File: src/hw/rtl/ils_pkg.sv
// ----------------------------------------------------------------------------
// ils_pkg
// Shared types and codes for the indexed list store: request opcodes, result
// status codes and the command that the control broadcasts to the cell row.
// ----------------------------------------------------------------------------
package ils_pkg;

  localparam int unsigned OP_W   = 4;
  localparam int unsigned POS_W  = 7;
  localparam int unsigned WORD_W = 32;
  localparam int unsigned STAT_W = 2;
  localparam int unsigned LEN_W  = 7;

  typedef enum logic [OP_W-1:0] {
    OP_PUSH_BACK  = 4'd0,
    OP_PUSH_FRONT = 4'd1,
    OP_POP_BACK   = 4'd2,
    OP_POP_FRONT  = 4'd3,
    OP_INSERT     = 4'd4,
    OP_READ       = 4'd5,
    OP_DELETE     = 4'd6,
    OP_REPLACE    = 4'd7,
    OP_CLEAR      = 4'd8
  } op_t;

  typedef enum logic [STAT_W-1:0] {
    ST_DONE  = 2'd0,
    ST_RANGE = 2'd1,
    ST_FULL  = 2'd2
  } status_t;

  // What every cell does this cycle, relative to the selected slot.
  typedef enum logic [1:0] {
    CK_NONE  = 2'd0,  // hold
    CK_WRITE = 2'd1,  // selected slot loads the word
    CK_OPEN  = 2'd2,  // selected slot loads, slots above take from below
    CK_CLOSE = 2'd3   // selected slot and above take from above
  } cell_kind_t;

  typedef struct packed {
    cell_kind_t               kind;
    logic signed [WORD_W-1:0] value;
  } cell_cmd_t;

endpackage

File: src/hw/rtl/ils_cell.sv
// ----------------------------------------------------------------------------
// ils_cell
// One slot of the list: holds a word and moves it to or from its neighbors
// as the broadcast command says; drives its word on the read tap when hit.
// ----------------------------------------------------------------------------
module ils_cell #(
  parameter int unsigned DEPTH    = 64,
  parameter int unsigned CELL_IDX = 0
) (
  input  logic                                       clk,
  input  ils_pkg::cell_cmd_t                         cmd,
  input  logic [((DEPTH > 1) ? $clog2(DEPTH) : 1)-1:0] sel_idx,
  input  logic [((DEPTH > 1) ? $clog2(DEPTH) : 1)-1:0] rd_idx,
  input  logic signed [ils_pkg::WORD_W-1:0]          from_lower,
  input  logic signed [ils_pkg::WORD_W-1:0]          from_upper,
  output logic signed [ils_pkg::WORD_W-1:0]          data_out,
  output logic        [ils_pkg::WORD_W-1:0]          tap_out
);
  import ils_pkg::*;

  localparam int unsigned IDX_W = (DEPTH > 1) ? $clog2(DEPTH) : 1;
  localparam logic [IDX_W-1:0] MY_IDX = IDX_W'(CELL_IDX);

  logic signed [WORD_W-1:0] data_r;
  logic signed [WORD_W-1:0] data_nxt;
  logic                     hit_sel;
  logic                     above_sel;

  assign hit_sel   = (sel_idx == MY_IDX);
  assign above_sel = (MY_IDX > sel_idx);

  always_comb begin
    data_nxt = data_r;
    unique case (cmd.kind)
      CK_WRITE: begin
        if (hit_sel) data_nxt = cmd.value;
      end
      CK_OPEN: begin
        if (hit_sel) begin
          data_nxt = cmd.value;
        end else if (above_sel) begin
          data_nxt = from_lower;
        end
      end
      CK_CLOSE: begin
        if (hit_sel || above_sel) data_nxt = from_upper;
      end
      default: begin
        data_nxt = data_r;
      end
    endcase
  end

  always_ff @(posedge clk) begin
    data_r <= data_nxt;
  end

  assign data_out = data_r;
  assign tap_out  = (rd_idx == MY_IDX) ? data_r : '0;

endmodule

File: config.mk
export PLATFORM = sky130hd
export DESIGN_NAME = ils_cell
export DESIGN_NICKNAME = d
export VERILOG_FILES = /design/src/hw/rtl/ils_pkg.sv /design/src/hw/rtl/ils_cell.sv
export SDC_FILE = /design/constraint.sdc
export NUM_CORES = 1
export LEC_CHECK = 0
export BUFFER_PORTS_ARGS = -buffer_cell sky130_fd_sc_hd__clkbuf_2
export CAP_MARGIN = 40
export CORE_MARGIN = 2
export CORE_UTILIZATION = 43
export CTS_CLUSTER_DIAMETER = 200
export DETAILED_ROUTE_END_ITERATION = 10
export HOLD_SLACK_MARGIN = 0.05
export MAX_ROUTING_LAYER = met4
export PLACE_DENSITY = 0.85
export RECOVER_POWER = 50
export REMOVE_ABC_BUFFERS = 1
export SYNTH_ARGS = -nofsm -noshare
export SYNTH_HDL_FRONTEND = slang
export SYNTH_SLANG_ARGS = --single-unit
File: constraint.sdc
create_clock -name clk -period 7.53 [get_ports clk]
set_input_delay 1.1295 -clock clk [delete_from_list [all_inputs] [get_ports clk]]
set_output_delay 1.1295 -clock clk [all_outputs]
set_load 0.005 [all_outputs]
== After elaboration in Yosys (flattened, before gate mapping) ==
Cells that the tools add are included.

* Output and inout port bits: 64
* Flip-flop bits (word level): 32
* Input port bits: 111
* Word-level logic and storage cells: 19

* Magnitude comparators: 1
* Reductions and logical operators: 5
* Eq/ne operators: 6
* Multiplexer cells: 6

{| class="wikitable"
|+ Operators by type and width
! cell !! count
|-
| two-way mux 32 bit || 5
|-
| one-hot mux 32 bit (3 select lines) || 1
|-
| zero test 6 bit || 2
|-
| > comparator 1 x 6 -> 1 bit, first input constant || 1
|-
| equality test 2 bit, second input constant || 2
|-
| != test 2 bit, second input constant || 2
|-
| AND reduction 4 bit || 1
|-
| != test 3 bit, second input constant || 1
|-
| nonzero test 3 bit || 1
|-
| equality test 2 x 1 -> 1 bit, second input constant || 1
|-
| logical OR 1 bit || 1
|}

== Longest topological paths before layout ==
Gate-level depths: netlist (run 1).

* Depth in word-level cells: 4
* Mapped depth: 7
* Depth with buffers taken out: 5

== Least setup slack after synthesis (run 1) ==
No wires, ideal clock.

* Kind: input to register
* Start point: input sel_idx[0] in the netlist's numbering
* End point: register data_r[0], in the netlist data_out[0], enable pin
* Buffers on the path: 0
* Stages on the path: 3
* Path slack: 3382 ps
* Arrival time: 3712 ps
* Library setup time: 436 ps
* Required time: 7094 ps
* Cell sequence: or4_4 nor3_4 a2bb2oi_1

* Cells in the longest elaborated chain, start to end: 4
* Elaborated cells between the ends (all ways): 7
* Those cells by class: order compare: 1; eq/ne: 3; reduce/logical: 3

{| class="wikitable"
|+ RTL lines
! what !! line !! text
|-
| start, declared || ils_cell.sv:12 || <nowiki>input logic [((DEPTH > 1) ? $clog2(DEPTH) : 1)-1:0] sel_idx,</nowiki>
|-
| > comparator 1 x 6 -> 1 bit / zero test 6 bit (equally long branches) || ils_cell.sv:30, ils_cell.sv:29 ||
|-
| logical OR 1 bit || ils_cell.sv:46 || <nowiki>if (hit_sel || above_sel) data_nxt = from_upper;</nowiki>
|-
| != test 2 bit (no line) || - ||
|-
| AND reduction 4 bit (no line) * || - ||
|-
| end signal, assigned || ils_cell.sv:55 || <nowiki>data_r <= data_nxt;</nowiki>
|-
| end, declared || ils_cell.sv:24 || <nowiki>logic signed [WORD_W-1:0] data_r;</nowiki>
|}

Every way passes the cells marked *; elsewhere a longest branch is shown, timed or not.
A chain may end at the register's enable or synchronous reset.

== Final worst setup path (run 1) ==
* Start point: input cmd[32] in the netlist's numbering
* End point: register data_r[1], in the netlist data_out[1], data pin

* Cells in the longest elaborated chain, start to end: 2
* Elaborated cells between the ends (all ways): 4
* Those cells by class: eq/ne: 3; mux: 1

{| class="wikitable"
|+ RTL lines
! what !! line !! text
|-
| start, declared || ils_cell.sv:11 || <nowiki>input ils_pkg::cell_cmd_t cmd,</nowiki>
|-
| equality test 2 bit / equality test 2 x 1 -> 1 bit (equally long branches) || ils_cell.sv:34 || <nowiki>unique case (cmd.kind)</nowiki>
|-
| one-hot mux 32 bit (3 select lines) * || ils_cell.sv:34 ||
|-
| net data_nxt[1] || ils_cell.sv:25 || <nowiki>logic signed [WORD_W-1:0] data_nxt;</nowiki>
|}

Mark *: on every way through the listed nets, which the timed path passes. The rest lies on a longest branch.

==> results.json, run 1 <==
{
  "status": "finished, final reports clean",
  "critical_path.startpoint": "cmd[32]",
  "grt_max_degree": 36,
  "grt_pass1_wl_um": 9970,
  "drv_slew": 0,
  "synth_edf_count": 32,
  "postRouteAntennaNets": 0,
  "cp_slowest_cell": "o22a_1",
  "final.setup.tns_ns": 0,
  "drive_gt1_frac": 0.468,
  "largest_register_ffs": 32,
  "io_pins": 175,
  "slew_headroom": 0.0996,
  "hold_path_startpoint": "from_upper[30]",
  "start_util": 0.442,
  "vdd_drop_max_mv": 0.0752,
  "gp_congestion": 0.785,
  "clock-sinks": 32,
  "seq_area_frac_synth": 0.428,
  "fmax_ghz": 0.242,
  "holdCritPathClass": "in2reg",
  "synth_warnings": 0,
  "core_sq_um": 5070,
  "netlist_instances": 223,
  "grtUsageTotal": 0.215,
  "mappedNetlistArea_sq_um": 2240,
  "numCtsBuffers": 5,
  "area_growth_pct": 37.2,
  "hold_viol_final": 0,
  "max_stage_delay_ns": 1.15,
  "hold_buffers": 0,
  "rows": 26,
  "synth_common_cells": "nand2_1, inv_1, and2_1, edfxtp_1, o221ai_2",
  "die_w_um": 76.2,
  "synthDistinctLibCells": 19,
  "cp_common_cell": "clkbuf_1",
  "dr.first_iter.drc_count": 47,
  "grt_antenna_before_repair": 0,
  "fin_crit_ns": 4.14,
  "vias_per_cell": 4.81,
  "cp.arrival_ns": 4.08,
  "n_fill_cell": 469,
  "dp_hpwl_um": 4610,
  "fin_crit_sh": 0.550,
  "cts_setup_buffers": 0,
  "drcViolationCount": 0,
  "diodes": 0,
  "synthFlopType": "edfxtp_1",
  "startpoint_type": "input port",
  "first_pass_iters": 4,
  "power_density_nw_per_um2": 152,
  "syn_avg_cell_area_sq_um": 10.1,
  "cp_cell_sequence": "clkbuf_1 -> ha_1 -> clkbuf_1 -> o22a_1 -> o221ai_1",
  "cts_resized": 0,
  "routed_wl_um": 6100,
  "yosysMostFrequentCell": "nand2_1",
  "yosysTopAreaCell": "edfxtp_1",
  "hold_end": "data_out[30]$_DFFE_PP_",
  "htreeDepth": 2,
  "cts_root_buf": "clkbuf_8",
  "overflow": 0,
  "setup_viol": 0,
  "layout.nets": 506,
  "yosys-top-cells-area": "edfxtp_1, o221ai_2, nand2_1",
  "tightest_slew_ns": 1.35,
  "async_flop_share": 0,
  "path_clk_slew_ns": 0.06,
  "clock_path_buffers": 2,
  "dr_total_vias": 2226,
  "whs_path_depth": 3,
  "cp-end-kind": "flop",
  "cp_max_fo": 32,
  "grt_pass1_vias": 2190,
  "die-area_sq_um": 5810,
  "drt-wirelength-per-cell_um": 13.2,
  "synth_top_area_share": 0.428,
  "die_height_um": 76.2,
  "leakage_nw": 1.54,
  "ys_ff_latch": 32,
  "finalPower_uw": 468,
  "port_buffers": 174,
  "cts_tree": "built",
  "rsz0062_at_grt": "false",
  "crit_required_ns": 7.47,
  "cap_viol_max_count": 0,
  "path_class": "in2reg"
}
==> power breakdown <==
group / internal [mW] / total, mW / switching (mW)
Sequential: 0.227 / 0.238 / 0.0113
Clock: 0.0626 / 0.123 / 0.0605
Combinational: 0.0545 / 0.107 / 0.0528
Total: 0.344 / 0.468 / 0.125
==> metrics by stage <==
stage                     cells  setup slack [ns]  hold WS, ns  area (sq um)   util
after floorplan             206              2.54         1.32          2130      -
after global placement      454              3.99         1.41          3140  0.618
after detailed placement    455              3.96         1.42          3160  0.623
after CTS                   463              3.95         1.12          3250  0.640
after global routing        463              3.25         1.13          3080  0.607
final                       463              3.39         1.13          3080  0.607
==> logic make-up (layout without fill, tap and decap cells) <==
group / Yosys count / after routing / share of synthesized area
DFF: 32 / 32 / 0.428
AOI/OAI and AO/OA: 34 / 34 / 0.223
adders and majority gates: 3 / 3 / 0.0167
buffers and inverters: 52 / 222 / 0.109
and+or+nand+nor: 102 / 102 / 0.223
==> worst max-delay path by stage <==
stage                                  to  slack, ns  depth (start not counted)
floorplan           data_out[0]$_DFFE_PP_       2.54                          3
global placement    data_out[5]$_DFFE_PP_       3.99                          5
finish              data_out[1]$_DFFE_PP_       3.39                          5
CTS                            tap_out[6]       3.95                          6
detailed placement             tap_out[6]       3.96                          6
global route        data_out[1]$_DFFE_PP_       3.25                          5
==> routing by layer <==
metal,GRT usage,vias to the layer above,part of all wire
met3,0.0296,5,0.069
met5,-,-,0
met2,0.400,114,0.52
li1,-,1099,-
met1,0.241,1008,0.40
met4,0.0582,0,0.0090
==> cells in the final DEF, fill, tap and decap left out <==
master     synthesis  final
clkbuf_2           3    160
a2bb2oi_4          0      1
or4_1              1      1
and2_1            32     32
or4_4              1      1
o22a_1             0      1
o221ai_2          31      9
nand2_1           64     64
clkbuf_1           7     15
or3b_1             1      1
ha_1               3      3
nor3_2             1      1
clkinv_1           0      1
clkinv_2           0      2
inv_1             35     35
nor3_1             1      1
buf_4              0      3
clkbuf_8           0      5
buf_16             0      1
o221ai_1           1     23
edfxtp_1          32     32
nor3_4             1      1
==> critical path, delay by kind of cell <==
kind | cells | cell delay (ns)
AO/OA/AOI/OAI | 2 | 1.51
adder cells (fa/ha/maj) | 1 | 0.58
buffers and inverters | 2 | 0.84
==> layout make-up <==
type | count | area [sq um] | area share
clock inverters | 3 | 13.8 | 0.00447
multi-input cells | 139 | 908 | 0.295
flip-flops and latches | 32 | 961 | 0.312
well taps | 70 | 87.6 | 0.0285
clock buffers | 5 | 68.8 | 0.0224
repair buffers | 179 | 907 | 0.295
inverters | 35 | 131 | 0.0427
Note: power is estimated with default switching activity, not from simulation.
==> run 2: changes to the inputs <==
- CORE_UTILIZATION: 43 -> 40
- PLACE_DENSITY: 0.85 -> 0.8
- clock period: 7.53 -> 4.2 ns (I/O delays scaled with it)
==> run 2 against run 1 <==
  * The flow now finishes with violations (max-capacitance violations, max-slew violations)
  * Via count fell by 0.27%
  * Critical endpoint is now data_out[18]$_DFFE_PP_
  * Largest power group unchanged
  * Cell area rose by 4.1%
  * Global-route usage fell by 1.6 points
  * Sequential share of layout area fell by 1.2 points
==> results.json, run 2 (synthesized netlist as in run 1, its figures left out) <==
{
  "dp_hpwl_um": 4660,
  "dr_total_vias": 2220,
  "fmax_ghz": 0.316,
  "die_w_um": 78.9,
  "hold_slack_ns": 0.639,
  "grt_use_met2": 0.366,
  "dr.first_iter.drc_count": 92,
  "area_growth_pct": 42.8,
  "tightest_slew_ns": 1.81,
  "use_met3": 0.0386,
  "numCtsBuffers": 5,
  "use_met1": 0.224,
  "gp_congestion": 0.751,
  "crit_required_ns": 4.18,
  "cp.arrival_ns": 3.14,
  "clock-sinks": 32,
  "leakage_nw": 1.57,
  "placed_area_sq_um": 3170,
  "cp-end-kind": "flop",
  "power_density_nw_per_um2": 260,
  "port_buffers": 174,
  "slew_headroom": -0.209,
  "violations": "max-capacitance violations, max-slew violations",
  "start_util": 0.410,
  "final.setup.tns_ns": 0,
  "rows": 27,
  "fin_crit_sh": 0.752,
  "startpoint_type": "input port",
  "grt-busiest-layer": "met2",
  "postRouteAntennaNets": 0,
  "dp.cells": 457,
  "io_pins": 175,
  "fin_crit_ns": 3.16,
  "largest_register_ffs": 32,
  "drive_gt1_frac": 0.541,
  "cts_resized": 0,
  "cts_root_buf": "clkbuf_8",
  "path_clk_slew_ns": 0.06,
  "hold_buffers": 0,
  "routed_wl_um": 6070,
  "clock_path_buffers": 2,
  "first_pass_iters": 4,
  "diodes": 0,
  "grt_pass1_vias": 2074,
  "path_class": "in2reg",
  "cap_viol_max_count": 1,
  "vdd_drop_max_mv": 0.133,
  "drcViolationCount": 0,
  "grtUsageTotal": 0.199,
  "drt-wirelength-per-cell_um": 13.1,
  "drv_slew": 16,
  "final_cell_mix": "clkbuf_2, nand2_1, inv_1",
  "holdCritPathClass": "in2reg",
  "grt_max_degree": 35,
  "die_height_um": 78.9,
  "grt_antenna_before_repair": 0,
  "final_area_sq_um": 3200,
  "cts_tree": "built",
  "cp_max_fo": 17,
  "die-area_sq_um": 6220,
  "final_util": 0.586,
  "hold_viol_final": 0,
  "final_common_cell": "clkbuf_2",
  "final_cells": 462,
  "setup_viol": 0,
  "core_sq_um": 5470,
  "layout.nets": 506,
  "status": "finished, violations left",
  "overflow": 0,
  "vias_per_cell": 4.81,
  "grt_pass1_wl_um": 9370,
  "cts_setup_buffers": 0,
  "htreeDepth": 2,
  "rsz0062_at_grt": "false"
}
## run 2: stage by stage
step	setup slack (ns)	total power, mW
floorplan	-0.293	0.523
global placement	1.59	0.637
detailed placement	1.61	0.650
CTS	1.61	0.851
global route	0.790	0.884
finish	1.04	0.834
## run 2: metal layers
metal	share of wire	up-vias	routed length [um]
li1	-	1093	-
met1	0.38	1012	2330
met2	0.53	110	3190
met3	0.083	5	504
met4	0.0072	0	44
met5	0	-	0
## run 2: final cells by class
cell class,instances,area [sq um]
fill,506,2270
multi-input combinational,139,1030
timing repair buffer,179,920
clock buffer,5,68.8
tap,72,90.1
sequential,32,961
inverter,35,131
## run 2: final timing paths
check	start	end	slack, ns	cells past startpoint
min	from_upper[26]	data_out[26]$_DFFE_PP_	0.64	3
max	sel_idx[0]	data_out[18]$_DFFE_PP_	1.04	5
## run 2: worst max-delay path, stage by stage
cell and delay [ns]:
clkbuf_2 0.08, or4_1 0.60, nor3_4 0.16, a2bb2oi_1 1.41, buf_16 0.24
## run 2: power breakdown
| group | leakage (nW) | internal (mW) | switching [mW] |
|---|---|---|---|
| registers | 0.297 | 0.407 | 0.0210 |
| clock network | 0.0359 | 0.106 | 0.0920 |
| logic | 1.24 | 0.108 | 0.0996 |
==> run 3: changes to the inputs <==
- CORE_UTILIZATION: 40 -> 36
- PLACE_DENSITY: 0.8 -> 0.76
- clock period: 4.2 -> 2.76 ns (I/O delays scaled with it)
==> run 3 against run 2 <==
  * The run now ends clean
  * Sequential share of layout area increased by 1.6 points
  * Total power grew 50%
  * Cell count rose by 1.1%
  * Flip-flop and latch count unchanged
  * Die area grew 11%
  * Critical path depth increased by 1
==> results.json, run 3 (synthesized netlist as in run 1, its figures left out) <==
{
  "tightest_slew_ns": 0.703,
  "dp.cells": 462,
  "cp_max_fo": 32,
  "clock-sinks": 32,
  "hold_buffers": 0,
  "die_w_um": 82.9,
  "cp_common_cell": "clkbuf_2",
  "slew_headroom": 0.531,
  "final_util": 0.512,
  "cts_tree": "built",
  "vdd_drop_max_mv": 0.188,
  "gp_congestion": 0.774,
  "postRouteAntennaNets": 0,
  "port_buffers": 174,
  "routed_wl_um": 6340,
  "cp-end-kind": "output pin",
  "seqPwrFrac": 0.521,
  "dr_total_vias": 2213,
  "fin_crit_ns": 2.17,
  "final_cells": 467,
  "drv_slew": 0,
  "htreeDepth": 2,
  "die-area_sq_um": 6880,
  "grt_antenna_before_repair": 0,
  "final_common_cell": "clkbuf_2",
  "finalPower_mw": 1.25,
  "rows": 28,
  "hold_viol_final": 0,
  "cp_num_buf_inv": 3,
  "crit_family": "simple AND/OR/NAND/NOR gates",
  "overflow": 0,
  "startpoint_type": "input port",
  "numCtsBuffers": 5,
  "vias_per_cell": 4.74,
  "leakage_nw": 1.54,
  "power_density_nw_per_um2": 409,
  "layout.nets": 508,
  "fmax_ghz": 0.460,
  "largest_register_ffs": 32,
  "grt_pass1_wl_um": 10500,
  "drt-wirelength-per-cell_um": 13.6,
  "final_cell_mix": "clkbuf_2, nand2_1, inv_1",
  "cts_resized": 0,
  "fin_crit_sh": 0.788,
  "sw_frac_of_total": 0.258,
  "first_pass_iters": 4,
  "crit_required_ns": 2.35,
  "path_class": "in2out",
  "die_height_um": 82.9,
  "holdCritPathClass": "in2reg",
  "cts_root_buf": "clkbuf_8",
  "final.setup.tns_ns": 0,
  "p_int_uw": 925,
  "area_growth_pct": 35.8,
  "power.share.clock": 0.252,
  "cap_viol_max_count": 0,
  "start_util": 0.377,
  "rsz0062_at_grt": "false",
  "drcViolationCount": 0,
  "setup_viol": 0,
  "status": "finished, final reports clean",
  "drive_gt1_frac": 0.459,
  "grtUsageTotal": 0.190,
  "cts_setup_buffers": 0,
  "diodes": 0,
  "dr.first_iter.drc_count": 47,
  "clock_path_buffers": 2,
  "max_stage_delay_ns": 0.56,
  "switchingPower_uw": 322,
  "combPwrFrac": 0.227,
  "core_sq_um": 5960,
  "dp_hpwl_um": 4790,
  "grt_max_degree": 33,
  "grt_pass1_vias": 2267,
  "io_pins": 175,
  "cp_cell_sequence": "clkbuf_2 -> or4_1 -> nor3_4 -> buf_4 -> and2_1 -> clkbuf_2",
  "path_clk_slew_ns": 0.06,
  "cp.arrival_ns": 1.76,
  "cp_slowest_cell": "or4_1"
}
run 3: worst paths after layout:
kind                 startpoint                    end  cells past startpoint
setup / recovery      rd_idx[3]             tap_out[9]                      6
hold / removal    from_upper[0]  data_out[0]$_DFFE_PP_                      3
run 3: metal layers:
metal,GRT usage,up-vias,share of wire
met5,-,-,0
li1,-,1099,-
met1,0.215,1004,0.41
met4,0.0477,0,0.0055
met3,0.0537,4,0.078
met2,0.331,106,0.51
run 3: stage by stage:
| step | setup slack, ns | instance area [sq um] | hold WS, ns |
|---|---|---|---|
| final | 0.586 | 3050 | 0.418 |
| after global routing | 0.487 | 3050 | 0.421 |
| after CTS | 0.579 | 3250 | 0.405 |
| after detailed placement | 0.580 | 3180 | 0.700 |
| after global placement | 0.606 | 3180 | 0.695 |
| after floorplan | -1.52 | 2130 | 0.608 |
run 3: cell type report:
type / instances / area, sq um
fill: 599 / 2910
clock buffer: 5 / 68.8
sequential: 32 / 961
inverter: 35 / 131
multi-input combinational: 139 / 872
timing repair buffer: 181 / 920
tap: 75 / 93.8
run 3: power groups by stage:
stage	clock, mW	combinational [mW]	sequential [mW]
after floorplan	0	0.135	0.661
after global placement	0	0.322	0.659
after detailed placement	0	0.327	0.660
after CTS	0.331	0.328	0.651
after global routing	0.347	0.317	0.657
final	0.314	0.283	0.649
